## src/rtl/text_window_character_writer_macros.svh

```systemverilog
// Assertion macros shared by the text window writer modules.
// Checks are sampled on rising clk; TWCW_ASSERT holds off while rst_n is low.
`ifndef TEXT_WINDOW_CHARACTER_WRITER_MACROS_SVH
`define TEXT_WINDOW_CHARACTER_WRITER_MACROS_SVH

`ifndef SYNTHESIS

// Check a property while the block is out of reset.
`define TWCW_ASSERT(lbl, prop, msg) \
    lbl: assert property (@(posedge clk) disable iff (!rst_n) prop) else $error(msg);

// Check a property at every edge, reset included.
`define TWCW_ASSERT_ALWAYS(lbl, prop, msg) \
    lbl: assert property (@(posedge clk) prop) else $error(msg);

`else

`define TWCW_ASSERT(lbl, prop, msg)
`define TWCW_ASSERT_ALWAYS(lbl, prop, msg)

`endif

`endif

```

## src/rtl/twcw_pkg.sv

```systemverilog
package twcw_pkg;

    // Store geometry: cell (r,c) lives at r*MAX_COLS+c.
    localparam int MAX_COLS  = 80;
    localparam int MAX_ROWS  = 32;
    localparam int ROW_LIMIT = 32;
    localparam int DEPTH     = MAX_ROWS * MAX_COLS;
    localparam int ADDR_W    = $clog2(DEPTH);

    // Usable window size limits, held to the widths of the size registers.
    localparam int COL_CAP = (MAX_COLS < 127) ? MAX_COLS : 127;
    localparam int ROW_CAP = (MAX_ROWS < ROW_LIMIT) ? MAX_ROWS : ROW_LIMIT;

    // Character and color codes.
    localparam logic [7:0] CH_NEWLINE   = 8'h0A;
    localparam logic [7:0] CH_BACKSPACE = 8'h08;
    localparam logic [7:0] CH_SPACE     = 8'h20;
    localparam logic [7:0] RESET_COLOR  = 8'h0F;

    // Operation codes.
    typedef enum logic [1:0] {
        OP_PUT   = 2'd0,
        OP_READ  = 2'd1,
        OP_CLEAR = 2'd2
    } op_t;

    // Configuration register indexes.
    typedef enum logic [1:0] {
        CFG_COLS  = 2'd0,
        CFG_ROWS  = 2'd1,
        CFG_COLOR = 2'd2
    } cfg_index_t;

    typedef struct packed {
        logic [1:0] operation;
        logic [7:0] character;
        logic [4:0] read_row;
        logic [6:0] read_col;
    } in_item_t;

    typedef struct packed {
        logic [4:0]  cursor_row;
        logic [6:0]  cursor_col;
        logic        scrolled;
        logic [15:0] cell_data;
    } out_item_t;

    typedef enum logic [2:0] {
        ST_INIT,
        ST_IDLE,
        ST_EXEC,
        ST_SCROLL,
        ST_FLUSH,
        ST_CLEAR
    } state_t;

    // Commands from the controller to the datapath.
    typedef struct packed {
        logic load;
        logic exec;
        logic scan_step;
        logic fill_step;
        logic fill_reset;
        logic emit;
    } ctrl_cmd_t;

    // Status from the datapath to the controller.
    typedef struct packed {
        logic [1:0] op;
        logic       need_scroll;
        logic       scan_last;
        logic       fill_last;
    } ctrl_status_t;

    // Linear store address of a cell.
    function automatic logic [ADDR_W-1:0] cell_addr(input logic [5:0] row,
                                                     input logic [6:0] col);
        logic [ADDR_W+7:0] full;
        full = (ADDR_W+8)'(row) * (ADDR_W+8)'(MAX_COLS) + (ADDR_W+8)'(col);
        return full[ADDR_W-1:0];
    endfunction

endpackage

```

## src/rtl/twcw_ctrl.sv

```systemverilog
`include "text_window_character_writer_macros.svh"

module twcw_ctrl (
    input  logic                    clk,
    input  logic                    rst_n,
    input  logic                    start,
    input  twcw_pkg::ctrl_status_t  status,
    output twcw_pkg::ctrl_cmd_t     cmd,
    output logic                    busy
);

    twcw_pkg::state_t state_reg;
    twcw_pkg::state_t state_next;

    // State register.
    always_ff @(posedge clk or negedge rst_n)
    begin
        if (!rst_n)
        begin
            state_reg <= twcw_pkg::ST_INIT;
        end
        else
        begin
            state_reg <= state_next;
        end
    end

    // Next state.
    always_comb
    begin
        state_next = state_reg;
        case (state_reg)
            twcw_pkg::ST_INIT:
            begin
                if (status.fill_last)
                begin
                    state_next = twcw_pkg::ST_IDLE;
                end
            end
            twcw_pkg::ST_IDLE:
            begin
                if (start)
                begin
                    state_next = twcw_pkg::ST_EXEC;
                end
            end
            twcw_pkg::ST_EXEC:
            begin
                case (status.op)
                    twcw_pkg::OP_PUT:
                    begin
                        state_next = status.need_scroll ? twcw_pkg::ST_SCROLL
                                                        : twcw_pkg::ST_IDLE;
                    end
                    twcw_pkg::OP_CLEAR: state_next = twcw_pkg::ST_CLEAR;
                    default:            state_next = twcw_pkg::ST_IDLE;
                endcase
            end
            twcw_pkg::ST_SCROLL:
            begin
                if (status.scan_last)
                begin
                    state_next = twcw_pkg::ST_FLUSH;
                end
            end
            twcw_pkg::ST_FLUSH: state_next = twcw_pkg::ST_IDLE;
            twcw_pkg::ST_CLEAR:
            begin
                if (status.fill_last)
                begin
                    state_next = twcw_pkg::ST_IDLE;
                end
            end
            default: state_next = twcw_pkg::ST_INIT;
        endcase
    end

    // Commands for the datapath.
    always_comb
    begin
        cmd  = '0;
        busy = 1'b1;
        case (state_reg)
            twcw_pkg::ST_INIT:
            begin
                cmd.fill_step  = 1'b1;
                cmd.fill_reset = 1'b1;
            end
            twcw_pkg::ST_IDLE:
            begin
                busy     = 1'b0;
                cmd.load = start;
            end
            twcw_pkg::ST_EXEC:
            begin
                cmd.exec = 1'b1;
                case (status.op)
                    twcw_pkg::OP_PUT:   cmd.emit = !status.need_scroll;
                    twcw_pkg::OP_CLEAR: cmd.emit = 1'b0;
                    default:            cmd.emit = 1'b1;
                endcase
            end
            twcw_pkg::ST_SCROLL: cmd.scan_step = 1'b1;
            twcw_pkg::ST_FLUSH:  cmd.emit = 1'b1;
            twcw_pkg::ST_CLEAR:
            begin
                cmd.fill_step = 1'b1;
                cmd.emit      = status.fill_last;
            end
            default: cmd = '0;
        endcase
    end

    // An accepted item always moves on to execution.
    `TWCW_ASSERT(a_accept_to_exec, (start && !busy) |=> (state_reg == twcw_pkg::ST_EXEC), "accepted item did not reach execution")
    // A result is only produced at the end of an operation.
    `TWCW_ASSERT(a_emit_state, cmd.emit |-> (state_reg == twcw_pkg::ST_EXEC || state_reg == twcw_pkg::ST_FLUSH || state_reg == twcw_pkg::ST_CLEAR), "result produced outside an ending state")

endmodule

```

## config.mk

```make
export PLATFORM = sky130hd
export DESIGN_NAME = twcw_ctrl
export DESIGN_NICKNAME = d
export VERILOG_FILES = /design/src/rtl/twcw_pkg.sv /design/src/rtl/twcw_ctrl.sv
export VERILOG_INCLUDE_DIRS = /design/src /design/src/rtl
export SDC_FILE = /design/constraint.sdc
export NUM_CORES = 1
export LEC_CHECK = 0
export ABC_AREA = 1
export BUFFER_PORTS_ARGS = -buffer_cell sky130_fd_sc_hd__buf_2
export CAP_MARGIN = 0
export CORE_AREA = 2 2 39 41
export CTS_BUF_LIST = sky130_fd_sc_hd__clkbuf_4
export CTS_CLUSTER_SIZE = 28
export DETAILED_ROUTE_END_ITERATION = 10
export DIE_AREA = 0 0 41 43
export PLACE_DENSITY_LB_ADDON = 0.15
export SETUP_SLACK_MARGIN = 0.5
export SLEW_MARGIN = 0
export SYNTH_ARGS = -nofsm -noshare
export SYNTH_HDL_FRONTEND = slang
export SYNTH_SLANG_ARGS = --single-unit
export TNS_END_PERCENT = 20
```

## constraint.sdc

```tcl
create_clock -name clk -period 1.2 [get_ports clk]
set_clock_uncertainty 0.05 [all_clocks]
set_input_delay 0.24 -clock clk [delete_from_list [all_inputs] [get_ports clk]]
set_output_delay 0.24 -clock clk [all_outputs]
set_load 0.1 [all_outputs]
```

==> results of run 1 <==
## cell usage in the layout, fill, tap and decap left out, types with 3 or more instances in the layout
cell type	instances
nand3_1	4
inv_2	3
nor2_4	4
inv_1	3
buf_6	3
clkbuf_4	4
buf_2	7
buf_12	7
nand2_2	4
nand2_1	9
buf_4	7
## metrics by stage
step                      utilization (%)  worst slack, ns  hold WS, ns
final                                48.2           -0.359        0.215
after global routing                 48.2           -0.414        0.225
after CTS                            46.7           -0.372        0.201
after detailed placement             41.5           -0.164      -0.0121
after global placement               41.5           -0.130      -0.0125
after floorplan                         -           -0.510       -0.106
## cell type report
cell class / count / share of cell area [%]
timing repair buffer: 25 / 40.7
multi-input combinational: 31 / 33.0
sequential: 3 / 11.4
inverter: 9 / 7.32
clock buffer: 4 / 4.50
tap: 16 / 3.00
## what timing repair did
| item | in CTS | in global routing |
|---|---|---|
| buffers inserted | 0 | 1 |
| gates cloned | 0 | 0 |
| endpoints found under the hold margin | 3 | 0 |
| hold buffers | 1 | 0 |
| resized for setup | 11 | 3 |
| endpoints found under the setup margin | 10 | 10 |
| pin swaps | 5 | 0 |
## cells by family after synthesis
group | Yosys count | synth area share, %
buffers and inverters | 9 | 14.0
AO/OA/AOI/OAI | 4 | 8.60
AND/OR/NAND/NOR | 27 | 50.2
flip-flops | 3 | 27.1
## final timing paths
| check | endpoint | slack (ns) |
|---|---|---|
| worst min-delay path | state_reg[1] | 0.22 |
| worst max register to register | state_reg[0] | -0.10 |
| max in group asynchronous | state_reg[0] | 0.70 |
| min in group asynchronous | state_reg[2] | 0.28 |
| worst max-delay path | cmd[0] | -0.36 |
| worst min register to register | state_reg[0] | 0.62 |
## critical path: stages, from the launching register on
cell	delay [ns]
dfrtp_1	0.42
nor2_4	0.13
nand2_2	0.11
inv_8	0.06
a31o_4	0.15
buf_12	0.16
## metal layers
layer,GRT usage [%],vias up
met3,3.66,0
li1,-,190
met4,6.00,0
met1,13.9,159
met2,16.9,12
met5,0,-
==> impl_metrics.env, run 1 <==
export IMPL_seq_area_um2=76.3
export IMPL_vias=361
export IMPL_startpoint="state_reg[2]"
export IMPL_wl_per_cell_um=8.55
export IMPL_first_iter_violations=4
export IMPL_grt_pass1_vias=386
export IMPL_grt_pass1_wl_mm=1.39
export IMPL_maxCapViolations=0
export IMPL_holdCritStartpoint="status[1]"
export IMPL_startpoint_type="flop"
export IMPL_placed_area_um2=574
export IMPL_worstSetupPathType="flop to primary output"
export IMPL_multi_input_area_um2=220
export IMPL_wl_met2_um=384
export IMPL_end_kind="primary output"
export IMPL_ant_nets=0
export IMPL_post_route_drc_count=0
export IMPL_arrival_ns=1.27
export IMPL_r2r_cells=8
export IMPL_h_tree_depth=1
export IMPL_ys_ff_latch=3
export IMPL_grt_usage_pct=11.4
export IMPL_highest_layer="met3"
export IMPL_synth_commonest_cells="12 x nand2_1, 6 x inv_1, 4 x nand3_1"
export IMPL_rsz0062_at_grt="true"
export IMPL_crit_required_ns=0.91
export IMPL_synth_ff_type="dfrtp_1"
export IMPL_finalNonFillerCells=88
export IMPL_whs_path_depth=4
export IMPL_antennaDiodeCount=0
export IMPL_tightest_slew_ns=0.182
export IMPL_dieArea_mm2=0.00176
export IMPL_clockBufferDepth=2
export IMPL_numCtsBuffers=3
export IMPL_final_setup_viol_count=10
export IMPL_synth_area_leaders="dfrtp_1 27%, nand2_1 16%, inv_1 8.1%"
export IMPL_numPlacedInstances=82
export IMPL_largest_register_ffs=3
export IMPL_syn_mean_instance_area_um2=6.43
export IMPL_fin_area_um2=667
export IMPL_ys_types=14
export IMPL_slew_violations=0
export IMPL_grt_max_degree=7
export IMPL_fin_crit_sh_pct=130
export IMPL_die_x_um=41
export IMPL_clock_sinks=3
export IMPL_gp_congestion=0.776
export IMPL_routed_via_density=4.10
export IMPL_area_delta_synth_final_pct=141
export IMPL_setup_tns_ns=-2.56
export IMPL_grt_overflow=0
export IMPL_ys_seq_area_share_pct=27.1
export IMPL_reg2reg_from="state_reg[1]"
export IMPL_final_net_count=81
export IMPL_fill_cells=145
export IMPL_met3_length_um=49
export IMPL_mappedNetlistArea_um2=277
export IMPL_synth_top_cell_area_share_pct=27.1
export IMPL_fmax_mhz=641
export IMPL_synth_edf_count=0
export IMPL_ys_warn_count=0
export IMPL_wl_um=752
export IMPL_fp_dieH_um=43
export IMPL_hold_path_class="input pin to flop"
export IMPL_status="finished with violations"
export IMPL_setup_slack_ns=-0.359
export IMPL_drtPass1Iterations=4
export IMPL_syn_num_nets=51
export IMPL_wl_met1_um=318
export IMPL_num_rows=14
export IMPL_fin_crit_ns=1.56
export IMPL_violations="negative setup slack"
export IMPL_dpl_hpwl_um=571
export IMPL_hold_viol=0
export IMPL_slew_headroom_pct=87.8
export IMPL_synth_most_common_cell="nand2_1"
export IMPL_yosysTopAreaCell="dfrtp_1"
export IMPL_core_area_mm2=0.00138
export IMPL_io_pins=15
export IMPL_floorplan_initialDensity_pct=20.0
export IMPL_drive_above_1_share_pct=69.4
export IMPL_synthCells=43
export IMPL_synthArstFlopShare_pct=100
export IMPL_numPortBuffers=14
export IMPL_root_buffer="clkbuf_4"
export IMPL_clock_latency_ns=0.24
export IMPL_cts_tree="built"
export IMPL_antenna_found_initial=0
export IMPL_crit_fanout=3
export IMPL_clk_pin_slew_ns=0.04
Power of run 1 is left out: the tool's default activity adds up to more than one toggle a clock period on the data nets, which glitch-free logic cannot reach.
==> inputs of run 2 (changes only) <==
- clock period: 1.2 -> 1.5 ns (I/O delays scaled with it)
==> impl_metrics.env, run 2 (synthesis results as in run 1) <==
export IMPL_grt_pass1_wl_mm=1.27
export IMPL_utilization_pct=44.0
export IMPL_clock_sinks=3
export IMPL_wl_per_cell_um=8.71
export IMPL_crit_required_ns=1.15
export IMPL_path_cells="buf_6, nand2_2, a21oi_2, a31o_4, buf_12"
export IMPL_clockBufferDepth=2
export IMPL_rsz0062_at_grt="true"
export IMPL_maxCapViolations=0
export IMPL_crit_family="flip-flops"
export IMPL_io_pins=15
export IMPL_grt_overflow=0
export IMPL_critPathSlowestCell="dfrtp_1"
export IMPL_fmax_mhz=613
export IMPL_post_route_drc_count=0
export IMPL_status="finished with violations"
export IMPL_fin_crit_sh_pct=109
export IMPL_fin_crit_ns=1.63
export IMPL_setup_slack_ns=-0.131
export IMPL_violations="negative setup slack"
export IMPL_antenna_found_initial=0
export IMPL_die_x_um=41
export IMPL_vias=340
export IMPL_num_rows=14
export IMPL_tightest_slew_ns=0.165
export IMPL_fill_cells=142
export IMPL_first_iter_violations=0
export IMPL_wl_um=714
export IMPL_floorplan_initialDensity_pct=20.0
export IMPL_h_tree_depth=1
export IMPL_largest_register_ffs=3
export IMPL_numCtsBuffers=3
export IMPL_clock_latency_ns=0.23
export IMPL_clk_pin_slew_ns=0.04
export IMPL_arrival_ns=1.28
export IMPL_drtPass1Iterations=1
export IMPL_seq_area_um2=76.3
export IMPL_final_net_count=75
export IMPL_crit_fanout=4
export IMPL_ant_nets=0
export IMPL_grt_max_degree=7
export IMPL_cts_tree="built"
export IMPL_final_setup_viol_count=5
export IMPL_dieArea_mm2=0.00176
export IMPL_core_area_mm2=0.00138
export IMPL_antennaDiodeCount=0
export IMPL_drive_above_1_share_pct=66.7
export IMPL_layout_commonest_cell="nand2_1"
export IMPL_grt_pass1_vias=331
export IMPL_multi_input_area_um2=215
export IMPL_layout_common_cells="9 x nand2_1, 7 x buf_2, 7 x buf_12, 5 x nand2_2"
export IMPL_routed_via_density=4.15
export IMPL_worstSetupPathType="flop to primary output"
export IMPL_root_buffer="clkbuf_4"
export IMPL_slew_violations=0
export IMPL_grt_usage_pct=11.2
export IMPL_end_kind="primary output"
export IMPL_gp_congestion=0.750
export IMPL_critPathMaxStageDelay_ns=0.42
export IMPL_slew_headroom_pct=88.9
export IMPL_area_delta_synth_final_pct=120
export IMPL_numPortBuffers=14
export IMPL_fp_dieH_um=43
export IMPL_hold_path_class="input pin to flop"
export IMPL_hold_viol=0
export IMPL_path_buf_inv=2
export IMPL_startpoint_type="flop"
export IMPL_dpl_hpwl_um=557
==> run 2: metrics by stage <==
| step | hold WS, ns | area [um^2] | TNS, ns | setup slack [ns] | instances |
|---|---|---|---|---|---|
| after detailed placement | 0.0481 | 522 | 0 | 0.0775 | 75 |
| after CTS | 0.268 | 581 | -0.386 | -0.137 | 81 |
| final | 0.280 | 609 | -0.347 | -0.131 | 82 |
| after global placement | 0.0485 | 522 | 0 | 0.0963 | 75 |
| after global routing | 0.281 | 609 | -0.683 | -0.184 | 82 |
| after floorplan | -0.0456 | 312 | -0.533 | -0.270 | 43 |
==> run 2: area by class of cell <==
class | count | area share, %
sequential | 3 | 12.5
timing repair buffer | 19 | 35.9
inverter | 9 | 8.01
clock buffer | 4 | 4.93
tap | 16 | 3.29
multi-input combinational | 31 | 35.3
==> run 2: path summary, 6_finish.rpt <==
kind	start	to	slack, ns	cells after the start
worst min register to register	state_reg[0]	state_reg[0]	0.63	3
min in group asynchronous	rst_n	state_reg[2]	0.34	2
max in group asynchronous	rst_n	state_reg[0]	0.94	2
worst max register to register	state_reg[0]	state_reg[2]	0.17	8
worst min-delay path	status[1]	state_reg[1]	0.28	4
worst max-delay path	state_reg[2]	cmd[0]	-0.13	5
==> run 2: worst min-delay path: cells and delay by family <==
family	cells	cell delay [ns]
and+or+nand+nor	2	0.09
buffers and inverters	2	0.12
==> run 2: what timing repair did <==
item / 4_1_cts / 5_1_grt
hold endpoints to repair: 3 / 0
resized for setup: 5 / 6
pin swaps: 3 / 2
setup buffers: 1 / 1
cloned: 0 / 0
hold buffers: 1 / 0
setup endpoints to repair: 10 / 10
==> run 2: per-layer routing <==
layer | part of all wire (%) | track usage (%)
met5 | 0 | 0
met4 | 1.1 | 8.00
met3 | 6.6 | 4.71
met2 | 56 | 16.9
met1 | 36 | 11.6
Power of run 2 is left out for the same reason.
==> inputs of run 3 (changes only) <==
- ABC_AREA: 1 -> default
==> impl_metrics.env, run 3 <==
export IMPL_clock_latency_ns=0.23
export IMPL_setup_slack_ns=-0.149
export IMPL_status="finished with violations"
export IMPL_layout_common_cells="7 x buf_2, 7 x buf_12, 7 x buf_4, 4 x clkbuf_4"
export IMPL_setup_tns_ns=-0.584
export IMPL_synth_ff_type="dfrtp_1"
export IMPL_syn_num_nets=41
export IMPL_final_setup_viol_count=7
export IMPL_rrSetupSlack_ns=0.24
export IMPL_numCtsBuffers=3
export IMPL_reg2reg_from="state_reg[0]"
export IMPL_maxCapViolations=0
export IMPL_drive_above_1_share_pct=67.9
export IMPL_hold_viol=0
export IMPL_whs_path_depth=3
export IMPL_worstReg2RegEnd="state_reg[1]"
export IMPL_grt_pass1_wl_mm=1.32
export IMPL_synthArstFlopShare_pct=100
export IMPL_routed_via_density=4.29
export IMPL_io_pins=15
export IMPL_gp_congestion=0.733
export IMPL_fin_area_um2=586
export IMPL_die_x_um=41
export IMPL_final_net_count=65
export IMPL_holdPathEnd="state_reg[2]"
export IMPL_path_cells="nor3b_4, o21ai_2, o21ai_4, buf_12"
export IMPL_clockBufferDepth=2
export IMPL_h_tree_depth=1
export IMPL_clk_pin_slew_ns=0.04
export IMPL_drtPass1Iterations=2
export IMPL_synthCells=33
export IMPL_crit_fanout=8
export IMPL_ys_types=21
export IMPL_wl_um=738
export IMPL_slew_headroom_pct=84.3
export IMPL_rsz0062_at_grt="true"
export IMPL_dpl_hpwl_um=622
export IMPL_syn_mean_instance_area_um2=8.27
export IMPL_grt_max_degree=9
export IMPL_ys_warn_count=0
export IMPL_ant_nets=0
export IMPL_largest_register_ffs=3
export IMPL_fin_crit_sh_pct=110
export IMPL_arrival_ns=1.30
export IMPL_cts_tree="built"
export IMPL_crit_family="flip-flops"
export IMPL_root_buffer="clkbuf_4"
export IMPL_slew_violations=0
export IMPL_ys_seq_area_share_pct=27.5
export IMPL_ys_ff_latch=3
export IMPL_synth_most_common_cell="nor2_1"
export IMPL_fin_crit_ns=1.65
export IMPL_core_area_mm2=0.00138
export IMPL_synth_area_leaders="dfrtp_1 28%, buf_6 8.3%, nor2_1 6.9%"
export IMPL_synth_edf_count=0
export IMPL_r2r_cells=3
export IMPL_end_kind="primary output"
export IMPL_synth_commonest_cells="5 x nor2_1, 3 x dfrtp_1, 3 x o21ai_0"
export IMPL_mappedNetlistArea_um2=273
export IMPL_worstSetupPathType="flop to primary output"
export IMPL_wl_per_cell_um=10.3
export IMPL_clock_sinks=3
export IMPL_grt_pass1_vias=319
export IMPL_synth_top_cell_area_share_pct=27.5
export IMPL_post_route_drc_count=0
export IMPL_floorplan_initialDensity_pct=19.7
export IMPL_fmax_mhz=606
export IMPL_startpoint_type="flop"
export IMPL_path_buf_inv=1
export IMPL_antennaDiodeCount=0
export IMPL_hold_path_class="input pin to flop"
export IMPL_first_iter_violations=1
export IMPL_critPathSlowestCell="dfrtp_2"
export IMPL_grt_usage_pct=11.6
export IMPL_grt_overflow=0
export IMPL_critPathMaxStageDelay_ns=0.47
export IMPL_numPortBuffers=14
export IMPL_num_rows=14
export IMPL_multi_input_area_um2=215
export IMPL_placed_area_um2=514
export IMPL_dieArea_mm2=0.00176
export IMPL_fp_dieH_um=43
export IMPL_vias=309
export IMPL_tightest_slew_ns=0.234
export IMPL_antenna_found_initial=0
export IMPL_crit_required_ns=1.15
export IMPL_fill_cells=141
export IMPL_area_delta_synth_final_pct=115
export IMPL_yosysTopAreaCell="dfrtp_1"
export IMPL_violations="negative setup slack"
export IMPL_holdCritStartpoint="status[0]"
export IMPL_seq_area_um2=78.8
## run 3: cell count changes after synthesis, moves of 2 or more
cell,previous run,this run
nand3_2,2,0
nor2_2,3,0
a22oi_1,0,2
nor2_1,3,5
nand3_1,4,0
inv_2,2,0
buf_6,0,2
nand2_1,12,2
inv_1,6,1
nor3_1,0,2
nand2_2,2,0
## run 3: logic make-up (layout without fill, tap and decap cells)
group / Yosys count / after routing / share of synthesized area, %
XOR/XNOR: 1 / 1 / 3.21
flip-flops: 3 / 3 / 27.5
buffers and inverters: 4 / 27 / 11.5
AO/OA/AOI/OAI: 9 / 9 / 20.6
AND/OR/NAND/NOR: 16 / 16 / 37.2
## run 3: layer usage
layer	vias up	wire, um	share of wire, %	GRT usage, %
met1	139	297	40	14.2
met2	10	388	53	15.9
met5	-	0	0	0
met3	0	53	7.2	2.62
li1	160	-	-	-
met4	0	0	0	10.0
## run 3: stage by stage
stage / cells / hold slack [ns] / util, % / setup slack [ns]
2_1_floorplan: 33 / -0.0456 / - / -0.727
3_3_place_gp: 65 / 0.0513 / 37.2 / 0.0374
4_1_cts: 72 / 0.302 / 41.4 / -0.164
5_1_grt: 72 / 0.321 / 42.3 / -0.209
3_5_place_dp: 65 / 0.0512 / 37.2 / 0.0183
6_report: 72 / 0.311 / 42.3 / -0.149
## run 3: what timing repair did
action | CTS | global route
gates resized for setup | 3 | 2
setup endpoints to repair | 10 | 10
setup buffers | 2 | 0
hold buffers | 1 | 0
pin swaps | 0 | 1
gates cloned | 0 | 0
endpoints found under the hold margin | 3 | 0
## run 3: how the worst max path moves through the flow
| stage | from | to | slack, ns | cells past startpoint |
|---|---|---|---|---|
| after CTS | state_reg[0] | cmd[0] | -0.16 | 4 |
| final | state_reg[2] | cmd[0] | -0.15 | 4 |
| after floorplan | state_reg[0] | cmd[0] | -0.73 | 4 |
| after global placement | state_reg[0] | cmd[0] | 0.04 | 4 |
| after detailed placement | state_reg[2] | cmd[0] | 0.02 | 4 |
| after global routing | state_reg[0] | cmd[0] | -0.21 | 4 |
## run 3: cell type report
class                      count  area share [%]
inverter                       1           0.641
timing repair buffer          22            40.6
tap                           16            3.42
multi-input combinational     26            36.8
sequential                     3            13.5
clock buffer                   4            5.13
## run 3: worst reg2reg max path: stages (launching register included)
cell and delay (ns):
dfrtp_2 0.44, buf_4 0.18, or2b_1 0.23, a311oi_1 0.25
Power of run 3 is left out for the same reason.
